**src/design/ecu_pkg.sv**
```systemverilog
// Shared types, widths and helpers for the eikonal upwind cell update core.
// Used by every module in the design folder.
package ecu_pkg;

  localparam int FRAC_BITS = 8;
  localparam int W         = 18;                 // potential / cost width
  localparam logic [W-1:0] MAX_CODE = W'(1000 << FRAC_BITS);
  localparam int AW        = 2 * W + 1;          // cx^2 + cy^2
  localparam int SQ_EXTRA  = 12;                 // fraction bits of the root
  localparam int RW        = (AW + 2 * SQ_EXTRA + 1) / 2;  // root width
  localparam int REMW      = RW + 3;             // sqrt partial remainder
  localparam int EPAIRS    = (AW + 1) / 2;       // radicand pairs coming from e
  localparam int NW        = 3 * W + 3;          // numerator width
  localparam int IN_BYTES  = (8 * W + 4 + 7) / 8;
  localparam int OUT_BYTES = (W + 7) / 8;

  typedef struct packed {
    logic [W-1:0]  px;
    logic [W-1:0]  py;
    logic [W-1:0]  cx;
    logic [W-1:0]  cy;
    logic [AW-1:0] a;
    logic [W-1:0]  hi;     // larger chosen potential
    logic [W-1:0]  fb;     // fallback result (saturated)
    logic          early;  // result is fb, root not used
  } ecu_side_t;

  function automatic logic [W-1:0] sat_w(input logic [W:0] v);
    return (v > {1'b0, MAX_CODE}) ? MAX_CODE : v[W-1:0];
  endfunction

endpackage

```
**src/design/ecu_div.sv**
```systemverilog
// Restoring divider num / A, one quotient bit per stage, with overflow
// detect and the final select into the output register. Depends on ecu_pkg.
module ecu_div (
  input  logic                   clk_i,
  input  logic                   rst_ni,
  input  logic                   en_i,
  input  logic                   valid_i,
  input  ecu_pkg::ecu_side_t     side_i,
  input  logic [ecu_pkg::NW-1:0] num_i,
  output logic                   valid_o,
  output logic [ecu_pkg::W-1:0]  result_o
);
  import ecu_pkg::*;

  logic [W+1:0]   vld_q;
  ecu_side_t      side_q [W+1];
  logic [NW-1:0]  rem_q  [W+1];
  logic [W-1:0]   quo_q  [W+1];
  logic           ovf_q  [W+1];
  logic [W-1:0]   res_q;
  logic [W-1:0]   u;

  // quotient does not fit in W bits: saturates anyway
  always_ff @(posedge clk_i or negedge rst_ni) begin
    if (!rst_ni) begin
      vld_q[0] <= 1'b0;
    end else if (en_i) begin
      vld_q[0] <= valid_i;
    end
  end

  always_ff @(posedge clk_i) begin
    if (en_i) begin
      side_q[0] <= side_i;
      rem_q[0]  <= num_i;
      quo_q[0]  <= '0;
      ovf_q[0]  <= num_i >= NW'({side_i.a, {W{1'b0}}});
    end
  end

  for (genvar i = 0; i < W; i++) begin : g_step
    logic [NW-1:0] trial;
    assign trial = NW'({side_q[i].a, {(W-1-i){1'b0}}});

    always_ff @(posedge clk_i or negedge rst_ni) begin
      if (!rst_ni) begin
        vld_q[i+1] <= 1'b0;
      end else if (en_i) begin
        vld_q[i+1] <= vld_q[i];
      end
    end

    always_ff @(posedge clk_i) begin
      if (en_i) begin
        side_q[i+1] <= side_q[i];
        ovf_q[i+1]  <= ovf_q[i];
        if (rem_q[i] >= trial) begin
          rem_q[i+1] <= rem_q[i] - trial;
          quo_q[i+1] <= {quo_q[i][W-2:0], 1'b1};
        end else begin
          rem_q[i+1] <= rem_q[i];
          quo_q[i+1] <= {quo_q[i][W-2:0], 1'b0};
        end
      end
    end
  end

  assign u = ovf_q[W] ? MAX_CODE : sat_w({1'b0, quo_q[W]});

  always_ff @(posedge clk_i or negedge rst_ni) begin
    if (!rst_ni) begin
      vld_q[W+1] <= 1'b0;
    end else if (en_i) begin
      vld_q[W+1] <= vld_q[W];
    end
  end

  always_ff @(posedge clk_i) begin
    if (en_i) begin
      if (side_q[W].early) begin
        res_q <= side_q[W].fb;
      end else if (ovf_q[W] || quo_q[W] > side_q[W].hi) begin
        res_q <= u;
      end else begin
        res_q <= side_q[W].fb;
      end
    end
  end

  assign valid_o  = vld_q[W+1];
  assign result_o = res_q;
endmodule

```
**config.mk**
```make
export PLATFORM = sky130hd
export DESIGN_NAME = ecu_div
export DESIGN_NICKNAME = d
export VERILOG_FILES = /design/src/design/ecu_pkg.sv /design/src/design/ecu_div.sv
export SDC_FILE = /design/constraint.sdc
export NUM_CORES = 2
export LEC_CHECK = 0
export BUFFER_PORTS_ARGS = -buffer_cell sky130_fd_sc_hd__buf_2
export CAP_MARGIN = 20
export CORE_MARGIN = 2
export CORE_UTILIZATION = 48
export CTS_CLUSTER_DIAMETER = 30
export CTS_CLUSTER_SIZE = 20
export DETAILED_ROUTE_END_ITERATION = 6
export PLACE_DENSITY = 0.62
export SLEW_MARGIN = 30
export SYNTH_ARGS = -nofsm -noshare
export SYNTH_HDL_FRONTEND = slang
export SYNTH_MEMORY_MAX_BITS = 65536
export SYNTH_SLANG_ARGS = --single-unit
```
**constraint.sdc**
```tcl
create_clock -name clk_i -period 4.2 [get_ports clk_i]
set_clock_uncertainty 0.15 [all_clocks]
set_input_delay 0.63 -clock clk_i [delete_from_list [all_inputs] [get_ports clk_i]]
set_output_delay 0.63 -clock clk_i [all_outputs]
set_load 0.01 [all_outputs]
```
==> metrics.md <==
| Metric | Value |
|---|---|
| Outcome | `completed` |
| DIE AREA | `273000 sq um` |
| Max Cap Viol | `0` |
| Final HPWL DP | `230000 um` |
| Post-synth top area share | `0.606` |
| GPL Wtd Cong | `~1` |
| Data arrival, critical path | `4640 ps` |
| Pleak | `63.9 nW` |
| Power Total | `116 mW` |
| DRT Pass-1 Iters | `6` |
| # IOs | `226` |
| Post-synth top area cell | `edfxtp_1` |
| Achievable Freq | `244 MHz` |
| Vias per inst | `5.40` |
| Reg2reg path depth | `12` |
| Ratio of cells with drive above 1 in the final layout | `0.165` |
| Initial core utilization | `0.482` |
| Ranking of synthesized cells by area | `edfxtp_1 61%, ha_1 7.0%, a21oi_1 3.2%` |
| CP Data Required Time | `4740 ps` |
| Synth Instances | `10600` |
| Worst min path class | `input pin to asynchronous set/reset pin` |
| Total congestion overflow | `0` |
| Period utilization | `0.976` |
| Setup TNS | `0 ps` |
| ANT nets after route | `0` |
| Final wirelength | `310000 um` |
| Clk sinks | `2623` |
| Maximum vdd drop | `about 0.00044 V` |
| Mapped cell area | `approximately 130000 sq um` |
| Hold Violations, Final | `0` |
| Async SR Flop Fraction | `0.00762` |
| Crit end category | `flop` |
| Cell repeated most along the worst path | `or4_4` |
| Initial antenna violation count | `5` |
| DR iter-0 viols | `4750` |
| Die width | `522 um` |
| Yosys reg bits | `2623` |
| Crit-path slowest cell | `or4_4` |
| Residual DRC | `0` |
| Setup Crit Path Kind | `flop to flop` |
| Sequential area share after synthesis | `0.610` |
| CTS Buf Count | `around 540` |
| Wire per inst | `19.5 um` |
| Critical Path, Cell by Cell | `or4_4 -> or4_4 -> or4_4 -> or2_0 -> o211a_1 -> o22a_1 -> o31a_2 -> a211oi_2 -> o311ai_2 -> buf_4 -> nor4_1 -> xor2_1` |
| Largest net degree at the start of global routing | `164` |
| GRT Util Overall | `0.223` |
| YS warnings | `0` |
| Most common cell after layout, fill and taps aside | `edfxtp_1` |
| Most frequent cells in the layout | `2602 x edfxtp_1, 897 x inv_1, 826 x nand2_1, 804 x a21oi_1, 727 x buf_4` |
| Root Driver | `clkbuf_16` |
| Clock Pin Slew Worst Setup and Hold Paths | `approximately 50 ps` |
| Via count | `85900` |
| Reg2Reg Capture Point | `rem_q[17][46]` |
| Layout Nets | `12900` |
| Avg Cell Area, Syn | `12.1 sq um` |
| Layout Cells excl Fill | `15900` |
| Clock latency on the worst-skew pair | `970 ps` |
| Vias in the first global route | `89700` |
| Syn Nets | `11600` |
| Row cnt | `190` |
| Slew Viols, Final | `0` |
| Final instance area | `about 160000 sq um` |
| Placed Area | `about 140000 sq um` |
| Relative slew slack | `0.343` |
| R2R Setup Slk | `100 ps` |
| Area grow syn2layout | `23.8%` |
| CTS tree | `yes` |
| Hold WS | `123 ps` |
| Worst-case clock buffer depth | `4` |
| Least-Margin Pin Slew | `985 ps` |
| H-tree levels | `6` |
| Synth Flop Type | `edfxtp_1` |
| RSZ-0062 raised after global routing | `true` |
| Setup violations, final | `0` |
| Worst-path maximum fanout | `5` |
| Number of synthesized flops with an enable pin | `2602` |
| Power density over cell area | `729 nW/um^2` |
| Crit path launch | `rem_q[16][43]` |
| IO buf count | `153` |
| Max incr delay on CP | `580 ps` |
| Final design utilization | `0.596` |
| Core Region | `268000 sq um` |
| Final Critical Period | `4100 ps` |
| Yosys cell types | `95` |
| Dpl ws | `-593 ps` |
| R2r startpoint | `rem_q[16][43]` |
| CP endpoint | `rem_q[17][46]` |
| Fin worst setup slack | `~100 ps` |
| Worst setup SP type | `flop` |
| Die Ht | `522 um` |
| First-pass GRT wire length | `477000 um` |
| Inst Count DP | `14800` |
power breakdown:
group,internal (mW),switching (mW)
Combinational,16.1,20.5
Sequential,35.6,2.89
Clock,27.8,13.6
kinds of logic (layout without fill, tap and decap cells):
group,Yosys count,after routing,share of synthesized area
AO/OA/AOI/OAI,2638,2638,0.126
XOR/XNOR,737,737,0.0501
adder cells (fa/ha/maj),738,738,0.0726
buffers and inverters,1205,2939,0.0354
flip-flops,2623,2623,0.610
multiplexers,94,94,0.00814
other,0,1,0
AND/OR/NAND/NOR,2598,2598,0.0975
critical path, delay by kind of cell, from the launching register on:
family / cells / cell delay, ps
simple gates: 5 / 1970
xor+xnor: 1 / 120
flops: 1 / 410
compound gates: 5 / 990
buf+inv: 1 / 180
cell type report:
type                       instances  area, sq um
tap                             3552         4440
sequential                      2623        78700
inverter                         902         3390
clock buffer                     614        14000
clock inverter                   366         4110
antenna                            1         2.50
fill                           21200       108000
multi-input combinational       6805        46700
timing repair buffer            1057         8370
repair_timing:
action | CTS | global route
gates resized for setup | 41 | 141
buffers inserted | 3 | 17
pin swaps | 9 | 42
endpoints found under the hold margin | 168 | 0
gates cloned | 0 | 5
hold buffers | 135 | 0
endpoints found under the setup margin | 148 | 332
synth_stat cells, types with 107 or more instances:
cell type,n
edfxtp_1,2602
inv_1,899
nand2_1,826
a21oi_1,817
ha_1,721
o21ai_0,698
nor2_1,612
a21o_1,427
xnor2_1,406
xor2_1,331
clkbuf_1,271
nand3_1,168
nand4_1,155
nor3_1,145
nor2b_1,120
nor4_1,107
worst min-delay path by stage:
stage,from,to
finish,rst_ni,vld_q[17]
global route,rst_ni,vld_q[17]
CTS,side_i[24],side_q[0][24]
detailed placement,quo_q[9][4],quo_q[10][5]
global placement,side_q[14][16],side_q[15][16]
floorplan,rst_ni,valid_o
flip-flops by register name (all words and copies together), names as in the netlist:
signal / cells
side_q: 1369
rem_q: 1026
quo_q: 171
ovf_q: 19
vld_q: 19
result_o: 18
valid_o: 1
per-layer routing:
metal | vias to the layer above | GRT usage | part of all wire
met5 | - | 0 | 0
li1 | 42100 | - | -
met4 | 0 | 0.159 | 0.079
met3 | 1020 | 0.0312 | 0.032
met2 | 2144 | 0.425 | 0.53
met1 | 40600 | 0.218 | 0.36
No activity file was read; power rests on OpenSTA's default activity.
