## src/design/ecu_pkg.sv

```systemverilog
// Shared types, widths and helpers for the eikonal upwind cell update core.
// Used by every module in the design folder.
package ecu_pkg;

  localparam int FRAC_BITS = 8;
  localparam int W         = 18;                 // potential / cost width
  localparam logic [W-1:0] MAX_CODE = W'(1000 << FRAC_BITS);
  localparam int AW        = 2 * W + 1;          // cx^2 + cy^2
  localparam int SQ_EXTRA  = 12;                 // fraction bits of the root
  localparam int RW        = (AW + 2 * SQ_EXTRA + 1) / 2;  // root width
  localparam int REMW      = RW + 3;             // sqrt partial remainder
  localparam int EPAIRS    = (AW + 1) / 2;       // radicand pairs coming from e
  localparam int NW        = 3 * W + 3;          // numerator width
  localparam int IN_BYTES  = (8 * W + 4 + 7) / 8;
  localparam int OUT_BYTES = (W + 7) / 8;

  typedef struct packed {
    logic [W-1:0]  px;
    logic [W-1:0]  py;
    logic [W-1:0]  cx;
    logic [W-1:0]  cy;
    logic [AW-1:0] a;
    logic [W-1:0]  hi;     // larger chosen potential
    logic [W-1:0]  fb;     // fallback result (saturated)
    logic          early;  // result is fb, root not used
  } ecu_side_t;

  function automatic logic [W-1:0] sat_w(input logic [W:0] v);
    return (v > {1'b0, MAX_CODE}) ? MAX_CODE : v[W-1:0];
  endfunction

endpackage

```

## src/design/ecu_front.sv

```systemverilog
// Axis pick, squares and discriminant: three register stages.
// Depends on ecu_pkg.
module ecu_front (
  input  logic                    clk_i,
  input  logic                    rst_ni,
  input  logic                    en_i,
  input  logic                    valid_i,
  input  logic [8*ecu_pkg::W+3:0] item_i,
  output logic                    valid_o,
  output ecu_pkg::ecu_side_t      side_o,
  output logic [ecu_pkg::AW-1:0]  e_o
);
  import ecu_pkg::*;

  logic [W-1:0] pe, pw, pn, ps, ce, cw, cn, cs;
  logic         he, hw, hn, hs;
  logic [W-1:0] px_d, cx_d, py_d, cy_d;
  logic [W-1:0] px_q, cx_q, py_q, cy_q;
  logic [W:0]   se, sw, sn, ss;
  logic [2:0]   vld_q;

  assign {hs, hn, hw, he, cs, cn, cw, ce, ps, pn, pw, pe} = item_i;
  assign se = {1'b0, pe} + {1'b0, ce};
  assign sw = {1'b0, pw} + {1'b0, cw};
  assign sn = {1'b0, pn} + {1'b0, cn};
  assign ss = {1'b0, ps} + {1'b0, cs};

  always_comb begin
    priority if (he && !hw) begin
      px_d = pe; cx_d = ce;
    end else if (!he && hw) begin
      px_d = pw; cx_d = cw;
    end else if (!he && !hw) begin
      px_d = MAX_CODE; cx_d = MAX_CODE;
    end else if (se < sw) begin
      px_d = pe; cx_d = ce;
    end else begin
      px_d = pw; cx_d = cw;
    end
    priority if (hn && !hs) begin
      py_d = pn; cy_d = cn;
    end else if (!hn && hs) begin
      py_d = ps; cy_d = cs;
    end else if (!hn && !hs) begin
      py_d = MAX_CODE; cy_d = MAX_CODE;
    end else if (sn < ss) begin
      py_d = pn; cy_d = cn;
    end else begin
      py_d = ps; cy_d = cs;
    end
  end

  // stage 2: squares and fallback
  logic [W:0]     sx, sy, smin;
  logic [W-1:0]   d;
  logic [2*W-1:0] cx2_q, cy2_q, d2_q;
  ecu_side_t      s2_d, s2_q, s3_d, s3_q;
  logic [AW-1:0]  a3, e_q;

  assign sx   = {1'b0, px_q} + {1'b0, cx_q};
  assign sy   = {1'b0, py_q} + {1'b0, cy_q};
  assign smin = (sx < sy) ? sx : sy;
  assign d    = (px_q > py_q) ? px_q - py_q : py_q - px_q;

  always_comb begin
    s2_d       = '0;
    s2_d.px    = px_q;
    s2_d.py    = py_q;
    s2_d.cx    = cx_q;
    s2_d.cy    = cy_q;
    s2_d.hi    = (px_q > py_q) ? px_q : py_q;
    s2_d.early = 1'b1;
    priority if (px_q >= MAX_CODE && py_q >= MAX_CODE) begin
      s2_d.fb = MAX_CODE;
    end else if (px_q >= MAX_CODE) begin
      s2_d.fb = sat_w(sy);
    end else if (py_q >= MAX_CODE) begin
      s2_d.fb = sat_w(sx);
    end else begin
      s2_d.fb    = sat_w(smin);
      s2_d.early = 1'b0;
    end
  end

  // stage 3: A and E = A - d^2
  assign a3 = {1'b0, cx2_q} + {1'b0, cy2_q};
  always_comb begin
    s3_d   = s2_q;
    s3_d.a = a3;
    if (a3 == '0 || {1'b0, d2_q} > a3) begin
      s3_d.early = 1'b1;
    end
  end

  always_ff @(posedge clk_i or negedge rst_ni) begin
    if (!rst_ni) begin
      vld_q <= '0;
    end else if (en_i) begin
      vld_q <= {vld_q[1:0], valid_i};
    end
  end

  always_ff @(posedge clk_i) begin
    if (en_i) begin
      px_q  <= px_d;
      cx_q  <= cx_d;
      py_q  <= py_d;
      cy_q  <= cy_d;
      cx2_q <= cx_q * cx_q;
      cy2_q <= cy_q * cy_q;
      d2_q  <= d * d;
      s2_q  <= s2_d;
      s3_q  <= s3_d;
      e_q   <= a3 - {1'b0, d2_q};
    end
  end

  assign valid_o = vld_q[2];
  assign side_o  = s3_q;
  assign e_o     = e_q;
endmodule

```

## config.mk

```make
export PLATFORM = sky130hd
export DESIGN_NAME = ecu_front
export DESIGN_NICKNAME = d
export VERILOG_FILES = /design/src/design/ecu_pkg.sv /design/src/design/ecu_front.sv
export SDC_FILE = /design/constraint.sdc
export NUM_CORES = 2
export LEC_CHECK = 0
export BUFFER_PORTS_ARGS = -buffer_cell sky130_fd_sc_hd__buf_2
export CORE_ASPECT_RATIO = 0.9
export CORE_MARGIN = 3
export CORE_UTILIZATION = 35
export CTS_BUF_LIST = sky130_fd_sc_hd__clkbuf_4 sky130_fd_sc_hd__clkbuf_8
export DETAILED_ROUTE_END_ITERATION = 12
export PLACE_DENSITY = 0.52
export SYNTH_ARGS = -nofsm -noshare
export SYNTH_HDL_FRONTEND = slang
export SYNTH_SLANG_ARGS = --single-unit
```

## constraint.sdc

```tcl
create_clock -name clk_i -period 9 [get_ports clk_i]
set_clock_uncertainty 0.15 [all_clocks]
set_input_delay 1.35 -clock clk_i [delete_from_list [all_inputs] [get_ports clk_i]]
set_output_delay 1.35 -clock clk_i [all_outputs]
set_load 0.03 [all_outputs]
```

==> impl_metrics.csv <==
group,metric,value,unit
status,outcome,"finished with violations",
status,violations,"negative setup slack",
clocking,clk_pin_slew,0.06,ns
sta,clock.fmax,0.109,GHz
route,ant_nets,0,
worst_setup_path,crit_type,"reg2reg",
flow_run,max_cap_violations,0,
clocking,cts_tree,"built",
sta,final_max_slew_viol_count,0,
hold_path,hp-class,"in2async",
place,port_buffers,335,
global_route,grt_pass1_wl,240,mm
cells_and_area,area_growth,18.0,%
global_route,grt_antenna_before_repair,10,
sta,min_period,9.14,ns
sta,rsz0062_at_grt,"yes",
floorplan,start_util,35.3,%
floorplan,die_x,414,microns
clocking,clkLatencyLatePin,0.82,ns
synth,synth-edff-count,467,
synth,synth_warnings,0,
worst_setup_path,crit_arrival,9.51,ns
floorplan,die_h,373,microns
sta,fin_ws,-0.139,ns
synth,synthFlopType,"edfxtp_1",
worst_setup_path,slowest_stage,"fa_1",
cells_and_area,num-nets-final,7262,
sta,hold_viol,0,
clocking,cts_root_buf,"clkbuf_8",
cells_and_area,regArea,0.0141,sq mm
synth,ys_seq_area_share,26.8,%
route,drt_pass1_iterations,7,
worst_setup_path,required,9.37,ns
floorplan,pin_count,336,
clocking,cts_max_level,3,
clocking,clock-sinks,470,
cells_and_area,nFillCells,14500,
synth,post_synth_num_cell_types,87,
sta,relSlewSlack,27.1,%
global_route,track_usage,20.5,%
worst_setup_path,end_kind,"flop",
global_route,overflow,0,
worst_setup_path,crit_top_cell,"fa_2",
route,num_vias,38200,
floorplan,dieArea,0.155,sq mm
synth,ys_seq_elements,470,
cells_and_area,most-common-layout-cells,"inv_1 (1054), fa_1 (650), ha_1 (594), edfxtp_1 (467), buf_4 (389)",
place,globalplace.congestion,0.914,
sta,worst_pin_slew,1.09,ns
route,drc,0,
synth,syn_inst,5098,
route,routed_wl,159,mm
global_route,grt_pass1_vias,39700,
worst_setup_path,cp_max_fo,6,
worst_setup_path,reg2reg_from,"px_q[0]$_DFFE_PP_",
route,route.detailed.wl_per_inst,20.2,microns
route,vias_per_cell,4.84,
route,drt_iter0_markers,2155,
worst_setup_path,cp_slowest_stage_delay,0.63,ns
sta,finalCritPeriodShare,102,%
floorplan,num_rows,134,
synth,syn_avg_cell_area,10.3,sq um
global_route,grt_max_degree,137,
sta,setup_viol,3,
synth,synth_fp_nets,6515,
place,hpwl,134,mm
cells_and_area,multiInputGateArea,0.0346,sq mm
sta,holdWs,0.200,ns
synth,syn_area,0.0525,sq mm
place,place_ws,-0.664,ns
synth,async_reset_ff_share,0.638,%
clocking,cts-buffers-inserted,88,
clocking,cts_hold_buf,0,
worst_setup_path,cp-start-kind,"flop",
worst_setup_path,critPathLaunch,"px_q[0]$_DFFE_PP_",
cells_and_area,drive_above_1_share,17.7,%
floorplan,core,0.149,sq mm
clocking,cts_buffer_depth,3,
cells_and_area,final_common_cell,"inv_1",
cells by family after synthesis:
kind of cell	after synthesis	share of synthesized area, %
adders and majority gates	1265	39.6
buffers and inverters	1169	8.42
and+or+nand+nor	1084	9.74
AOI/OAI and AO/OA	819	10.5
DFF	470	26.8
xor gates and xnor gates	275	4.63
muxes	16	0.324
flip-flops by register name (all words and copies together), names as in the netlist:
signal  cells
side_o    146
cx_q       18
px_q       18
py_q       18
e_o        37
d2_q       35
cx2_q      35
s2_q      107
cy_q       18
vld_q       3
cy2_q      35
routing by layer:
layer / vias up / GRT usage (%) / wire, microns
met5: - / 0 / 0
met4: 0 / 8.95 / 7290
met3: 225 / 3.50 / 9270
met2: 1032 / 32.4 / 72000
met1: 18700 / 27.6 / 70500
li1: 18300 / - / -
cell type report:
| class | instances | area share (%) |
|---|---|---|
| clock inverters | 52 | 0.781 |
| multi-input cells | 3459 | 55.8 |
| well taps | 1972 | 3.98 |
| repair buffers | 747 | 7.96 |
| flip-flops and latches | 470 | 22.7 |
| clock buffers | 107 | 2.19 |
| inverters | 1079 | 6.55 |
| diodes | 6 | 0.0242 |
critical path: cells and delay by family, from the launching register on:
kind	cells	cell delay, ns
adder cells (fa/ha/maj)	9	3.87
AO/OA/AOI/OAI	12	2.36
buffers and inverters	6	0.61
AND/OR/NAND/NOR	5	0.90
flip-flops	1	0.40
XOR/XNOR	2	0.34
multiplexers	1	0.25
final timing paths:
check	endpoint	depth (start not counted)	slack [ns]
min in group clk_i	side_o[94]$_DFFE_PP_	0	0.26
worst min register to register	side_o[94]$_DFFE_PP_	0	0.26
max in group asynchronous	vld_q[1]$_DFFE_PN0P_	1	8.39
worst min-delay path	vld_q[0]$_DFFE_PN0P_	1	0.20
worst max-delay path	d2_q[35]$_DFFE_PP_	35	-0.14
worst max register to register	d2_q[35]$_DFFE_PP_	35	-0.14
stage by stage:
stage | TNS (ns) | util (%) | cell area, sq um | std cells
after floorplan | 0 | - | 52600 | 5098
after global placement | -2.98 | 39.8 | 59200 | 7692
after detailed placement | -3.57 | 39.8 | 59200 | 7692
after CTS | -0.391 | 41.4 | 61600 | 7867
after global routing | -1.94 | 41.7 | 62000 | 7890
final | -0.296 | 41.7 | 62000 | 7892
cell usage after synthesis, drive strengths merged, types with 5 or more instances:
library cell	n	share of area, %
o31ai	13	0.20
ha	606	14
and3	32	0.38
a21boi	8	0.11
a41oi	11	0.23
o21ai	134	1.3
o41ai	8	0.13
o21a	42	0.60
a31oi	25	0.34
a22o	49	0.82
nor4	7	0.083
edfxtp	467	27
nand3	55	0.52
nand2	362	2.6
nor2b	36	0.43
nor3	55	0.54
a41o	5	0.095
nor2	278	2.0
or4	8	0.11
o21bai	32	0.46
o22a	26	0.43
nand2b	42	0.50
a21o	120	1.7
a211o	16	0.27
and2	130	1.5
xnor2	184	3.1
mux2	8	0.17
inv	1077	7.7
or2	22	0.26
a311oi	5	0.083
fa	659	25
buf	26	0.25
mux2i	8	0.15
a31o	5	0.083
a211oi	24	0.36
or3	25	0.31
a2111oi	8	0.13
xor2	91	1.5
clkbuf	64	0.46
a21oi	229	2.2
o22ai	16	0.19
o211ai	11	0.16
nand4	16	0.19
timing repair:
| action | 4_1_cts | 5_1_grt |
|---|---|---|
| resized for setup | 92 | 44 |
| pin swaps | 49 | 43 |
| setup buffers | 18 | 19 |
| setup endpoints to repair | 9 | 9 |
Power is not shown: default switching activity piles up to over one toggle a cycle in this logic, so the estimate is an artifact.
